### src/des_pkg.sv
// ----------------------------------------------------------------------------
// des_pkg: shared types, tables and functions for the des block encryptor
// permutation tables, s-boxes and the round function in standard bit order
// ----------------------------------------------------------------------------
package des_pkg;

  typedef logic [63:0] blk_t;
  typedef logic [55:0] cd_t;
  typedef logic [47:0] subkey_t;

  // pipeline word handed from one round cell to the next
  typedef struct packed {
    logic        vld;
    logic [31:0] l;
    logic [31:0] r;
    cd_t         cd;
  } stage_t;

  localparam int unsigned MaxRounds = 16;

  // register index of the key
  localparam logic RegKey = 1'b0;

  localparam logic [7:0] TabIp [64] = '{
    58,50,42,34,26,18,10,2, 60,52,44,36,28,20,12,4,
    62,54,46,38,30,22,14,6, 64,56,48,40,32,24,16,8,
    57,49,41,33,25,17,9,1,  59,51,43,35,27,19,11,3,
    61,53,45,37,29,21,13,5, 63,55,47,39,31,23,15,7};

  localparam logic [7:0] TabIpInv [64] = '{
    40,8,48,16,56,24,64,32, 39,7,47,15,55,23,63,31,
    38,6,46,14,54,22,62,30, 37,5,45,13,53,21,61,29,
    36,4,44,12,52,20,60,28, 35,3,43,11,51,19,59,27,
    34,2,42,10,50,18,58,26, 33,1,41,9,49,17,57,25};

  localparam logic [7:0] TabExp [48] = '{
    32,1,2,3,4,5, 4,5,6,7,8,9, 8,9,10,11,12,13, 12,13,14,15,16,17,
    16,17,18,19,20,21, 20,21,22,23,24,25, 24,25,26,27,28,29, 28,29,30,31,32,1};

  localparam logic [7:0] TabPerm [32] = '{
    16,7,20,21,29,12,28,17, 1,15,23,26,5,18,31,10,
    2,8,24,14,32,27,3,9, 19,13,30,6,22,11,4,25};

  localparam logic [7:0] TabPc1 [56] = '{
    57,49,41,33,25,17,9, 1,58,50,42,34,26,18,
    10,2,59,51,43,35,27, 19,11,3,60,52,44,36,
    63,55,47,39,31,23,15, 7,62,54,46,38,30,22,
    14,6,61,53,45,37,29, 21,13,5,28,20,12,4};

  localparam logic [7:0] TabPc2 [48] = '{
    14,17,11,24,1,5, 3,28,15,6,21,10, 23,19,12,4,26,8, 16,7,27,20,13,2,
    41,52,31,37,47,55, 30,40,51,45,33,48, 44,49,39,56,34,53, 46,42,50,36,29,32};

  localparam logic [1:0] TabShift [16] = '{1,1,2,2,2,2,2,2,1,2,2,2,2,2,2,1};

  localparam logic [3:0] TabSbox [8][64] = '{
    '{14,4,13,1,2,15,11,8,3,10,6,12,5,9,0,7, 0,15,7,4,14,2,13,1,10,6,12,11,9,5,3,8,
      4,1,14,8,13,6,2,11,15,12,9,7,3,10,5,0, 15,12,8,2,4,9,1,7,5,11,3,14,10,0,6,13},
    '{15,1,8,14,6,11,3,4,9,7,2,13,12,0,5,10, 3,13,4,7,15,2,8,14,12,0,1,10,6,9,11,5,
      0,14,7,11,10,4,13,1,5,8,12,6,9,3,2,15, 13,8,10,1,3,15,4,2,11,6,7,12,0,5,14,9},
    '{10,0,9,14,6,3,15,5,1,13,12,7,11,4,2,8, 13,7,0,9,3,4,6,10,2,8,5,14,12,11,15,1,
      13,6,4,9,8,15,3,0,11,1,2,12,5,10,14,7, 1,10,13,0,6,9,8,7,4,15,14,3,11,5,2,12},
    '{7,13,14,3,0,6,9,10,1,2,8,5,11,12,4,15, 13,8,11,5,6,15,0,3,4,7,2,12,1,10,14,9,
      10,6,9,0,12,11,7,13,15,1,3,14,5,2,8,4, 3,15,0,6,10,1,13,8,9,4,5,11,12,7,2,14},
    '{2,12,4,1,7,10,11,6,8,5,3,15,13,0,14,9, 14,11,2,12,4,7,13,1,5,0,15,10,3,9,8,6,
      4,2,1,11,10,13,7,8,15,9,12,5,6,3,0,14, 11,8,12,7,1,14,2,13,6,15,0,9,10,4,5,3},
    '{12,1,10,15,9,2,6,8,0,13,3,4,14,7,5,11, 10,15,4,2,7,12,9,5,6,1,13,14,0,11,3,8,
      9,14,15,5,2,8,12,3,7,0,4,10,1,13,11,6, 4,3,2,12,9,5,15,10,11,14,1,7,6,0,8,13},
    '{4,11,2,14,15,0,8,13,3,12,9,7,5,10,6,1, 13,0,11,7,4,9,1,10,14,3,5,12,2,15,8,6,
      1,4,11,13,12,3,7,14,10,15,6,8,0,5,9,2, 6,11,13,8,1,4,10,7,9,5,0,15,14,2,3,12},
    '{13,2,8,4,6,15,11,1,10,9,3,14,5,0,12,7, 1,15,13,8,10,3,7,4,12,5,6,11,0,14,9,2,
      7,11,4,1,9,12,14,2,0,6,10,13,15,3,5,8, 2,1,14,7,4,10,8,13,15,12,9,0,3,5,6,11}};

  // initial permutation
  function automatic blk_t perm_ip(blk_t x);
    blk_t r;
    for (int i = 0; i < 64; i++) r[63-i] = x[64 - int'(TabIp[i])];
    return r;
  endfunction

  // inverse initial permutation
  function automatic blk_t perm_ipinv(blk_t x);
    blk_t r;
    for (int i = 0; i < 64; i++) r[63-i] = x[64 - int'(TabIpInv[i])];
    return r;
  endfunction

  // key selection to 56 bits, parity dropped
  function automatic cd_t perm_pc1(blk_t x);
    cd_t r;
    for (int i = 0; i < 56; i++) r[55-i] = x[64 - int'(TabPc1[i])];
    return r;
  endfunction

  // subkey selection from the rotated halves
  function automatic subkey_t perm_pc2(cd_t x);
    subkey_t r;
    for (int i = 0; i < 48; i++) r[47-i] = x[56 - int'(TabPc2[i])];
    return r;
  endfunction

  // rotate both 28-bit halves left by one or two
  function automatic cd_t rot_cd(cd_t x, logic [1:0] n);
    logic [27:0] c;
    logic [27:0] d;
    c = x[55:28];
    d = x[27:0];
    if (n == 2'd2) begin
      c = {c[25:0], c[27:26]};
      d = {d[25:0], d[27:26]};
    end else begin
      c = {c[26:0], c[27]};
      d = {d[26:0], d[27]};
    end
    return {c, d};
  endfunction

  // feistel function: expand, mix subkey, s-boxes, permute
  function automatic logic [31:0] feistel(logic [31:0] r, subkey_t sub);
    logic [47:0] x;
    logic [31:0] s;
    logic [31:0] p;
    logic [5:0]  six;
    for (int i = 0; i < 48; i++) x[47-i] = r[32 - int'(TabExp[i])];
    x = x ^ sub;
    for (int i = 0; i < 8; i++) begin
      six = x[47-6*i -: 6];
      s[31-4*i -: 4] = TabSbox[i][{six[5], six[0], six[4:1]}];
    end
    for (int i = 0; i < 32; i++) p[31-i] = s[32 - int'(TabPerm[i])];
    return p;
  endfunction

endpackage

### src/des_round.sv
// ----------------------------------------------------------------------------
// des_round: one pipeline cell of the des rounds
// rotates the key halves, forms the subkey and runs one feistel round
// ----------------------------------------------------------------------------
module des_round #(
  parameter int unsigned Idx = 0
) (
  input  logic            clk_i,
  input  logic            rst_ni,
  input  logic            en_i,
  input  des_pkg::stage_t stage_i,
  output des_pkg::stage_t stage_o
);
  import des_pkg::*;

  localparam logic [1:0] Shift = TabShift[Idx % MaxRounds];

  cd_t         cd_rot;
  logic [31:0] f_out;
  logic        vld_q;
  logic [31:0] l_q, r_q;
  cd_t         cd_q;

  // round logic
  assign cd_rot = rot_cd(stage_i.cd, Shift);
  assign f_out  = feistel(stage_i.r, perm_pc2(cd_rot));

  // stage valid
  always_ff @(posedge clk_i or negedge rst_ni) begin
    if (!rst_ni) begin
      vld_q <= 1'b0;
    end else if (en_i) begin
      vld_q <= stage_i.vld;
    end
  end

  // stage payload
  always_ff @(posedge clk_i) begin
    if (en_i) begin
      l_q  <= stage_i.r;
      r_q  <= stage_i.l ^ f_out;
      cd_q <= cd_rot;
    end
  end

  assign stage_o = '{vld: vld_q, l: l_q, r: r_q, cd: cd_q};

endmodule

### config.mk
export PLATFORM = sky130hd
export DESIGN_NAME = des_round
export DESIGN_NICKNAME = d
export VERILOG_FILES = /design/src/des_pkg.sv /design/src/des_round.sv
export SDC_FILE = /design/constraint.sdc
export NUM_CORES = 1
export LEC_CHECK = 0
export BUFFER_PORTS_ARGS = -buffer_cell sky130_fd_sc_hd__buf_2
export CAP_MARGIN = 20
export CORE_ASPECT_RATIO = 1.4
export CORE_MARGIN = 4
export CORE_UTILIZATION = 25
export CTS_BUF_LIST = sky130_fd_sc_hd__clkbuf_4
export DETAILED_ROUTE_END_ITERATION = 10
export RECOVER_POWER = 100
export SETUP_SLACK_MARGIN = 0.3
export SLEW_MARGIN = 20
export SYNTH_ARGS = -nofsm -noshare
export SYNTH_HDL_FRONTEND = slang
export SYNTH_SLANG_ARGS = --single-unit
### constraint.sdc
create_clock -name clk_i -period 2.1 [get_ports clk_i]
set_input_delay 0 -clock clk_i [delete_from_list [all_inputs] [get_ports clk_i]]
set_output_delay 0 -clock clk_i [all_outputs]
set_load 0.05 [all_outputs]
==> results.ini, run 1 <==
[global_routing]
grt_pass1_vias=8707
grt_antenna_before_repair=1
overflow=0
grt.total_usage=0.1373
grt_max_degree=42
grt_pass1_wl_um=44280

[detailed_routing]
routed_wl_um=28250
vias_per_cell=4.700
first_pass_iters=4
drtAntennaViolNets=0
wire_per_inst_um=15.75
drc=0
drt_iter0_markers=392
vias=8431

[power_and_ir_drop]
p_per_area_nw_per_um2=695.8
ir_drop_mv=0.4357
finalPower_mw=9.562
power.leakage_nw=5.222

[worst_setup_path]
end_kind=register
worstPathRequired_ns=2.44
path_max_fanout=4
criticalPathCategory=in -> reg
crit_path_start_kind=input pin
worstPathArrival_ns=2.27

[synthesis]
synth_fa_ha_area_frac=0.08432
synth-simple-area-share=0.08296
synth_edf_count=120
ys_seq_area_frac=0.3944
muxShareOfSynthArea=0.09860
ys_types=69
ys_ff_latch=121
synthFlopType=edfxtp_1
syn-num-nets=1019
synthXorXnorAreaFrac=0.1379
syn_avg_cell_area_um2=11.04
mappedNetlistArea_um2=9200
yosysWarnings=0
synth_top_family_by_area=compound AO/OA/AOI/OAI gates
synth_async_sr_flop_share=0.008264
syn_inst=833
synth_compound_gate_area_share=0.1618

[layout]
fin_nets=1504
fillers=3603
drive_gt1_frac=0.2344
final_core_util=0.3805
multi_input_area_um2=5749
area.growth.synth_to_final_pct=49.37
seqCellArea_um2=3628

[die]
die_h_um=235.0
die_x_um=170.1
core_um2=36110
ios=245
start_util=0.2547
dieArea_um2=39980
rows=82

[sta]
fin_crit_ns=1.929
fmax_ghz=0.5185
hold_viol=0
setup_viol=0
period_share=0.9184
fin_skew_ns=0
tightest_slew_ns=1.040
slew_viol_final=0
slew_headroom=0.3066
rsz0062_at_grt=no

[clock_network]
clk_latency_ns=0.58
cts_buffer_depth=2
cts_sinks=121
cts_tree=built
numCtsBuffers=17
cts_root_buffer=clkbuf_4
htree_levels=4
clk_pin_slew_worst_paths_ns=0.12

[placement]
dp_hpwl_um=21040
gp_congestion=0.8823
io_buffers=244

[run]
drv_cap=0

[min_path]
hp-class=in -> reg

[status]
status=completed

-- per-layer routing --
metal,part of all wire,global-route usage,vias up
li1,-,-,4114
met1,0.38,0.1467,4049
met2,0.55,0.2608,223
met3,0.046,0.03044,45
met4,0.023,0.04697,0
met5,0,0,-
-- synthesized netlist by cell type, drive strengths merged (5+ instances only) --
| cell type | number | area (um2) |
|---|---|---|
| inv | 38 | 142.6 |
| a31oi | 17 | 106.4 |
| edfxtp | 120 | 3603 |
| a211o | 5 | 43.79 |
| nand3 | 19 | 95.09 |
| xnor2 | 64 | 646.9 |
| o311ai | 5 | 43.79 |
| o31ai | 9 | 67.56 |
| nand2 | 64 | 240.2 |
| clkbuf | 16 | 70.06 |
| o2111ai | 6 | 52.55 |
| buf | 25 | 151.4 |
| a211oi | 19 | 147.6 |
| mux4 | 22 | 503.0 |
| xor2 | 59 | 621.8 |
| ha | 62 | 775.7 |
| o211ai | 39 | 292.8 |
| a311oi | 7 | 61.31 |
| nor2 | 53 | 201.5 |
| mux2i | 38 | 392.9 |
| a21oi | 32 | 163.9 |
| nor3 | 23 | 120.1 |
| o21ai | 29 | 145.1 |
| a2111oi | 6 | 58.80 |
-- area by class of cell --
cell class,count,share of cell area
Tap cell,462,0.04207
Sequential cell,121,0.2640
Clock buffer,18,0.009833
Inverter,39,0.01102
Timing Repair Buffer,506,0.2414
Antenna cell,1,0.0001821
Clock inverter,14,0.01311
Multi-Input combinational cell,633,0.4184
-- where the power goes --
part	internal (mW)	switching, mW	total (mW)	leakage, nW
sequential	3.01	0.0839	3.10	1.19
combinational	1.74	2.81	4.55	3.87
clock	0.942	0.976	1.92	0.167
total	5.69	3.87	9.56	5.22
-- state kept, by name (all words and copies together) (netlist names) --
signal and count:
r_q 32, l_q 32, vld_q 1, cd_q 56
-- repair_timing --
action	4_1_cts	5_1_grt
gates resized for setup	0	60
hold buffers	127	5
buffers inserted	0	10
setup endpoints to repair	0	26
hold endpoints to repair	242	5
-- logic make-up (layout without fill, tap and decap cells) --
kind of cell    Yosys count  in the layout
buf+inv                  80            577
fa+ha+maj                62             62
other cells               0              1
xor+xnor                123            124
compound gates          210            210
flops                   121            121
mux                      61             61
simple gates            176            176
-- critical path, cell delays in order --
cell and delay, ns:
dlygate4sd3_1 0.53, clkbuf_1 0.25, xor2_4 0.20, buf_4 0.16, ha_4 0.21, mux4_2 0.48
mux2i_2 0.17, mux2i_1 0.12, xor2_1 0.15
-- through the flow --
step                      setup TNS [ns]  hold slack (ns)  setup slack (ns)  std cells  cell area, um2
after detailed placement        -0.02389          -0.2225          -0.02389       1617           12010
after global routing                   0          0.02990            0.1445       1794           13740
after floorplan                        0          -0.2956            0.1895        833            9512
final                                  0           0.1156            0.1713       1794           13740
after global placement          -0.03963          -0.2257          -0.03963       1617           12010
after CTS                              0         0.004617            0.3118       1776           13590
-- worst paths after layout --
check                      slack (ns)        to  cells past startpoint        start
min reg2reg                      1.06     vld_q                      2        vld_q
max                              0.17   r_q[14]                      9  stage_i[34]
min                              0.12  cd_q[38]                      2  stage_i[37]
max in group asynchronous        1.72     vld_q                      3       rst_ni
min in group asynchronous        0.28     vld_q                      3       rst_ni
max reg2reg                      0.80     vld_q                      2        vld_q
-- layout by cell type, fill, tap and decap left out, types with 36 or more instances in the layout --
master	count
o211ai_1	39
buf_2	47
xor2_1	36
nor2_1	50
buf_4	120
dlygate4sd3_1	127
edfxtp_1	120
nand2_1	64
xnor2_1	46
clkbuf_1	196
ha_1	49
mux2i_1	36
(Power assumes the default switching activity.)
==> inputs of run 2 (changes only) <==
--- a/config.mk
+++ b/config.mk
@@ -13,7 +13,6 @@
 export CTS_BUF_LIST = sky130_fd_sc_hd__clkbuf_4
 export DETAILED_ROUTE_END_ITERATION = 10
 export RECOVER_POWER = 100
-export SETUP_SLACK_MARGIN = 0.3
 export SLEW_MARGIN = 20
 export SYNTH_ARGS = -nofsm -noshare
 export SYNTH_HDL_FRONTEND = slang
==> results.ini, run 2 (synthesis results as in run 1) <==
[status]
status=finished, violations left
violations=negative setup slack

[die]
die_x_um=170.1  ; unchanged
rows=82  ; unchanged
die_h_um=235.0  ; unchanged
start_util=0.2547  ; unchanged
core_um2=36110  ; unchanged
ios=245  ; unchanged
dieArea_um2=39980  ; unchanged

[power_and_ir_drop]
p_sw_mw=3.834  ; -0.87%
finalPower_mw=9.469  ; -0.97%
sw_frac_of_total=0.4049  ; +0.0004130
combPwrFrac=0.466  ; -0.009
power.leakage_nw=5.098  ; -2.4%
p_per_area_nw_per_um2=715.2  ; +2.8%
clockPowerShare=0.207  ; +0.006
p_int_mw=5.635  ; -1.0%
power_frac_seq=0.327  ; +0.003
ir_drop_mv=0.4795  ; +10%

[layout]
largest_register=cd_q
reg_top3=cd_q: 56 flops, l_q: 32 flops, r_q: 32 flops
fin_cells=1786  ; -0.45%
final_common_cell=clkbuf_1
postLayoutCellArea_um2=13240  ; -3.7%
drive_gt1_frac=0.2186  ; -0.01580
final_cell_mix=clkbuf_1, dlygate4sd3_1, edfxtp_1
final_core_util=0.3666  ; -0.01389
largest_reg_flops=56  ; unchanged
area.growth.synth_to_final_pct=43.91
fin_nets=1495  ; -0.60%
fillers=3639  ; +1.0%

[placement]
place_inst=1628  ; +0.68%
io_buffers=244  ; unchanged
dpl-instance-area_um2=11860  ; -1.3%
pre_cts_ws_ns=-0.1027  ; -0.07884 ns
dp_hpwl_um=21120  ; +0.40%
gp_congestion=0.8632  ; -2.2%

[worst_setup_path]
path_max_fanout=5  ; +1
worstPathArrival_ns=2.44  ; +0.17 ns
cp_cell_sequence=dlygate4sd3_1 > buf_2 > xor2_2 > buf_4 > buf_4 > ha_1 > mux4_2 > mux4_2 > xnor2_1
crit_buf_inv=4  ; +1
worstPathRequired_ns=2.43  ; about the same
path_delay_family=buffers and inverters
criticalPathCategory=in -> reg
crit_path_start_kind=input pin
end_kind=register
crit_slowest_cell=dlygate4sd3_1
rrSetupSlack_ns=1.34  ; +0.54 ns
crit_path_max_incr_delay_ns=0.54  ; about the same

[global_routing]
grt_pass1_wl_um=44680  ; +0.89%
grt_busiest_layer=met2
grt_use_met1=0.1563  ; +0.009648
grt.total_usage=0.1376  ; +0.0003474
grt_antenna_before_repair=2  ; +1
overflow=0  ; unchanged
use_met3=0.02690  ; -0.003531
gr-usage-met2=0.2513  ; -0.009477
grt_max_degree=56  ; +33%
grt_pass1_vias=8751  ; +0.51%

[run]
drv_cap=0  ; unchanged

[sta]
hold_ws_ns=0.1196  ; +0.003933 ns
period_share=1.005  ; +0.08673
finalSetupTns_ns=-0.01081  ; -0.01081 ns
fmax_ghz=0.4738  ; -8.6%
hold_viol=0  ; unchanged
fin_skew_ns=0  ; unchanged
setup_viol=1  ; +1
tightest_slew_ns=1.461  ; +0.4212 ns
fin_crit_ns=2.111  ; +0.1821 ns
rsz0062_at_grt=no
worst_slack_ns=-0.01081  ; -0.1821 ns
slew_viol_final=0  ; unchanged
slew_headroom=0.02582  ; -0.2808

[clock_network]
clk_pin_slew_worst_paths_ns=0.13  ; about the same
cts_sinks=121  ; unchanged
cts_root_buffer=clkbuf_4
cts_buffer_depth=2  ; unchanged
numCtsBuffers=17  ; unchanged
htree_levels=4  ; unchanged
clk_latency_ns=0.58  ; about the same
cts_tree=built

[detailed_routing]
wire_per_inst_um=15.79  ; +0.30%
drc=0  ; unchanged
first_pass_iters=5  ; +1
vias=8538  ; +1.3%
drtAntennaViolNets=0  ; unchanged
drt_iter0_markers=487  ; +24%
vias_per_cell=4.781  ; +1.7%
routed_wl_um=28210  ; -0.15%

[min_path]
hp-class=in -> reg

[run 2: changes by cell type in the layout (fill, tap and decap cells not counted), sizes merged, moves of 3 or more]
cell | previous run | this run
buf | 171 | 179
dlygate4sd3 | 127 | 124
dlymetal6s4s | 5 | 0
clkbuf | 220 | 213
[run 2: power by group through the flow]
stage | Sequential (mW) | Clock, mW | Combinational, mW
floorplan | 4.14 | 0 | 1.92
global placement | 3.14 | 0 | 4.27
detailed placement | 3.14 | 0 | 4.31
CTS | 3.09 | 2.08 | 4.51
global route | 3.12 | 2.16 | 4.77
finish | 3.09 | 1.96 | 4.41
[run 2: routing by layer]
layer | vias up | routed length [um]
li1 | 4090 | -
met1 | 4074 | 11000
met2 | 334 | 14960
met3 | 40 | 1686
met4 | 0 | 560
met5 | - | 0
[run 2: repair_timing]
action | CTS | global route
hold endpoints to repair | 230 | 0
endpoints found under the setup margin | 0 | 13
hold buffers | 124 | 0
setup buffers | 0 | 0
resized for setup | 0 | 15
[run 2: area by class of cell]
type / instances / area [um2] / area share
multi-input cells: 632 / 5289 / 0.3995
clock buffers: 19 / 142.6 / 0.01077
inverters: 39 / 146.4 / 0.01106
diodes: 2 / 5.005 / 0.0003780
repair buffers: 498 / 3274 / 0.2473
clock inverters: 13 / 176.4 / 0.01332
well taps: 462 / 578.1 / 0.04366
flip-flops and latches: 121 / 3628 / 0.2741
[run 2: worst paths after layout]
kind | start | endpoint | cells after the start
max in group asynchronous | rst_ni | vld_q | 3
worst max register to register | vld_q | vld_q | 1
worst max-delay path | stage_i[19] | r_q[27] | 9
min in group asynchronous | rst_ni | vld_q | 3
worst min-delay path | stage_i[1] | cd_q[2] | 2
worst min register to register | vld_q | vld_q | 1
==> inputs of run 3 (changes only) <==
--- a/config.mk
+++ b/config.mk
@@ -7,7 +7,7 @@
 export LEC_CHECK = 0
 export BUFFER_PORTS_ARGS = -buffer_cell sky130_fd_sc_hd__buf_2
 export CAP_MARGIN = 20
-export CORE_ASPECT_RATIO = 1.4
+export CORE_ASPECT_RATIO = 0.9
 export CORE_MARGIN = 4
 export CORE_UTILIZATION = 25
 export CTS_BUF_LIST = sky130_fd_sc_hd__clkbuf_4
==> results.ini, run 3 (synthesis results as in run 1) <==
[die]
core_um2=36250  ; +0.38%
die_x_um=210.2  ; +24%
rows=66  ; -20%
die_h_um=190.0  ; -19%
start_util=0.2538  ; -0.0009671
dieArea_um2=39940  ; about the same
ios=245  ; unchanged

[layout]
final_core_util=0.3602  ; -0.006431
largest_reg_flops=56  ; unchanged
reg_top3=cd_q: 56 flops, l_q: 32 flops, r_q: 32 flops
drive_gt1_frac=0.1970  ; -0.02164
largest_register=cd_q
area.growth.synth_to_final_pct=41.93
fillers=3675  ; +0.99%
fin_cells=1798  ; +0.67%
final_cell_mix=clkbuf_1, dlygate4sd3_1, edfxtp_1
fin_nets=1493  ; -0.13%
final_common_cell=clkbuf_1

[placement]
io_buffers=244  ; unchanged
dp_hpwl_um=21190  ; +0.34%
gp_congestion=0.9207  ; +6.7%
place_inst=1639  ; +0.68%
pre_cts_ws_ns=-0.2513  ; -0.1485 ns

[worst_setup_path]
reg2reg_from=vld_q
rrSetupSlack_ns=0.77  ; -0.57 ns
end_kind=register
worstPathArrival_ns=2.42  ; -0.02 ns
crit_path_start_kind=input pin
worstPathRequired_ns=2.44  ; about the same
r2r_cells=2  ; +1
path_max_fanout=8  ; +3
r2r_end=vld_q
criticalPathCategory=in -> reg

[sta]
rsz0062_at_grt=no
slew_viol_final=0  ; unchanged
tightest_slew_ns=1.279  ; -0.1821 ns
slew_headroom=0.1473  ; +0.1214
worst_slack_ns=0.01588  ; +0.02669 ns
setup_viol=0  ; -1
fin_skew_ns=0  ; unchanged
finalSetupTns_ns=0  ; +0.01081 ns
period_share=0.9924  ; -0.01271
hold_viol=0  ; unchanged
fin_crit_ns=2.084  ; -0.02669 ns
fmax_ghz=0.4798  ; +1.3%

[min_path]
worstHoldStart=stage_i[1]
hold_depth=2  ; unchanged
whs_endpoint=cd_q[2]
hp-class=in -> reg

[global_routing]
grt_max_degree=46  ; -18%
grt.total_usage=0.1405  ; +0.002880
grt_pass1_wl_um=45260  ; +1.3%
grt_antenna_before_repair=1  ; -1
grt_pass1_vias=8642  ; -1.2%
overflow=0  ; unchanged

[status]
status=completed

[power_and_ir_drop]
ir_drop_mv=0.2812  ; -41%
power.leakage_nw=4.989  ; -2.2%
p_per_area_nw_per_um2=702.9  ; -1.7%

[detailed_routing]
wire_per_inst_um=16.05  ; +1.6%
drc=0  ; unchanged
routed_wl_um=28860  ; +2.3%
drtAntennaViolNets=0  ; unchanged
first_pass_iters=5  ; unchanged
drt_iter0_markers=481  ; -1.2%
vias=8525  ; -0.15%
vias_per_cell=4.741  ; -0.82%

[clock_network]
htree_levels=4  ; unchanged
clk_pin_slew_worst_paths_ns=0.12  ; about the same
cts_tree=built
numCtsBuffers=17  ; unchanged
clk_latency_ns=0.60  ; +0.02 ns
cts_buffer_depth=2  ; unchanged
cts_root_buffer=clkbuf_4
post_cts_buffers=0  ; unchanged
cts_sinks=121  ; unchanged

[run]
drv_cap=0  ; unchanged

run 3: cell count changes in the layout (fill, tap and decap cells not counted), moves of 4 or more:
| cell | change |
|---|---|
| xor2_1 | +4 |
| buf_12 | -4 |
| clkbuf_4 | -4 |
| ha_2 | -4 |
| buf_4 | +4 |
| buf_2 | -11 |
| clkbuf_1 | +14 |
run 3: worst max path at each step:
| stage | start | to | slack [ns] | cells past startpoint |
|---|---|---|---|---|
| global route | stage_i[77] | r_q[16] | 0.003 | 11 |
| finish | stage_i[19] | r_q[27] | 0.02 | 8 |
| floorplan | stage_i[10] | r_q[13] | 0.003 | 9 |
| global placement | stage_i[35] | r_q[22] | -0.17 | 8 |
| CTS | stage_i[72] | r_q[22] | 0.05 | 9 |
| detailed placement | stage_i[35] | r_q[22] | -0.25 | 8 |
run 3: where the power goes:
group	switching (mW)	total (mW)	internal [mW]
Clock	1.10	1.69	0.583
Combinational	2.77	4.40	1.63
Sequential	0.0803	3.09	3.01
Total	3.95	9.18	5.23
run 3: metrics by stage:
step           total power [mW]  cell area, um2  hold WS, ns
2_1_floorplan             6.059            9208      -0.2956
3_3_place_gp              7.368           11810      -0.2251
3_5_place_dp              7.443           11810      -0.2207
4_1_cts                   9.392           13310      0.03198
5_1_grt                   9.754           13060      0.05419
6_report                  9.179           13060       0.1221
run 3: timing repair:
action / CTS / global route
endpoints found under the setup margin: 0 / 2
hold endpoints to repair: 145 / 0
hold buffers: 125 / 0
gates resized for setup: 0 / 4
run 3: critical path: stages:
cell and delay [ns]:
dlygate4sd3_1 0.53, clkbuf_1 0.12, xor2_1 0.16, buf_4 0.17, ha_1 0.35, mux4_2 0.47
mux4_2 0.48, xnor2_1 0.15
run 3: layout make-up:
class                      instances  area, um2  area share
clock buffer                      17      127.6    0.009774
antenna                            2      5.005   0.0003833
multi-input combinational        632       5235      0.4009
clock inverter                    15      126.4    0.009678
inverter                          39      146.4     0.01121
tap                              476      595.6     0.04561
sequential                       121       3628      0.2779
timing repair buffer             496       3193      0.2445
run 3: routing by layer:
metal / vias up / global-route usage / wire, um / part of all wire
met5: - / 0 / 0 / 0
met4: 0 / 0.05521 / 779 / 0.027
met3: 52 / 0.02589 / 1251 / 0.043
met2: 247 / 0.2413 / 14710 / 0.51
met1: 4127 / 0.1752 / 12120 / 0.42
li1: 4099 / - / - / -
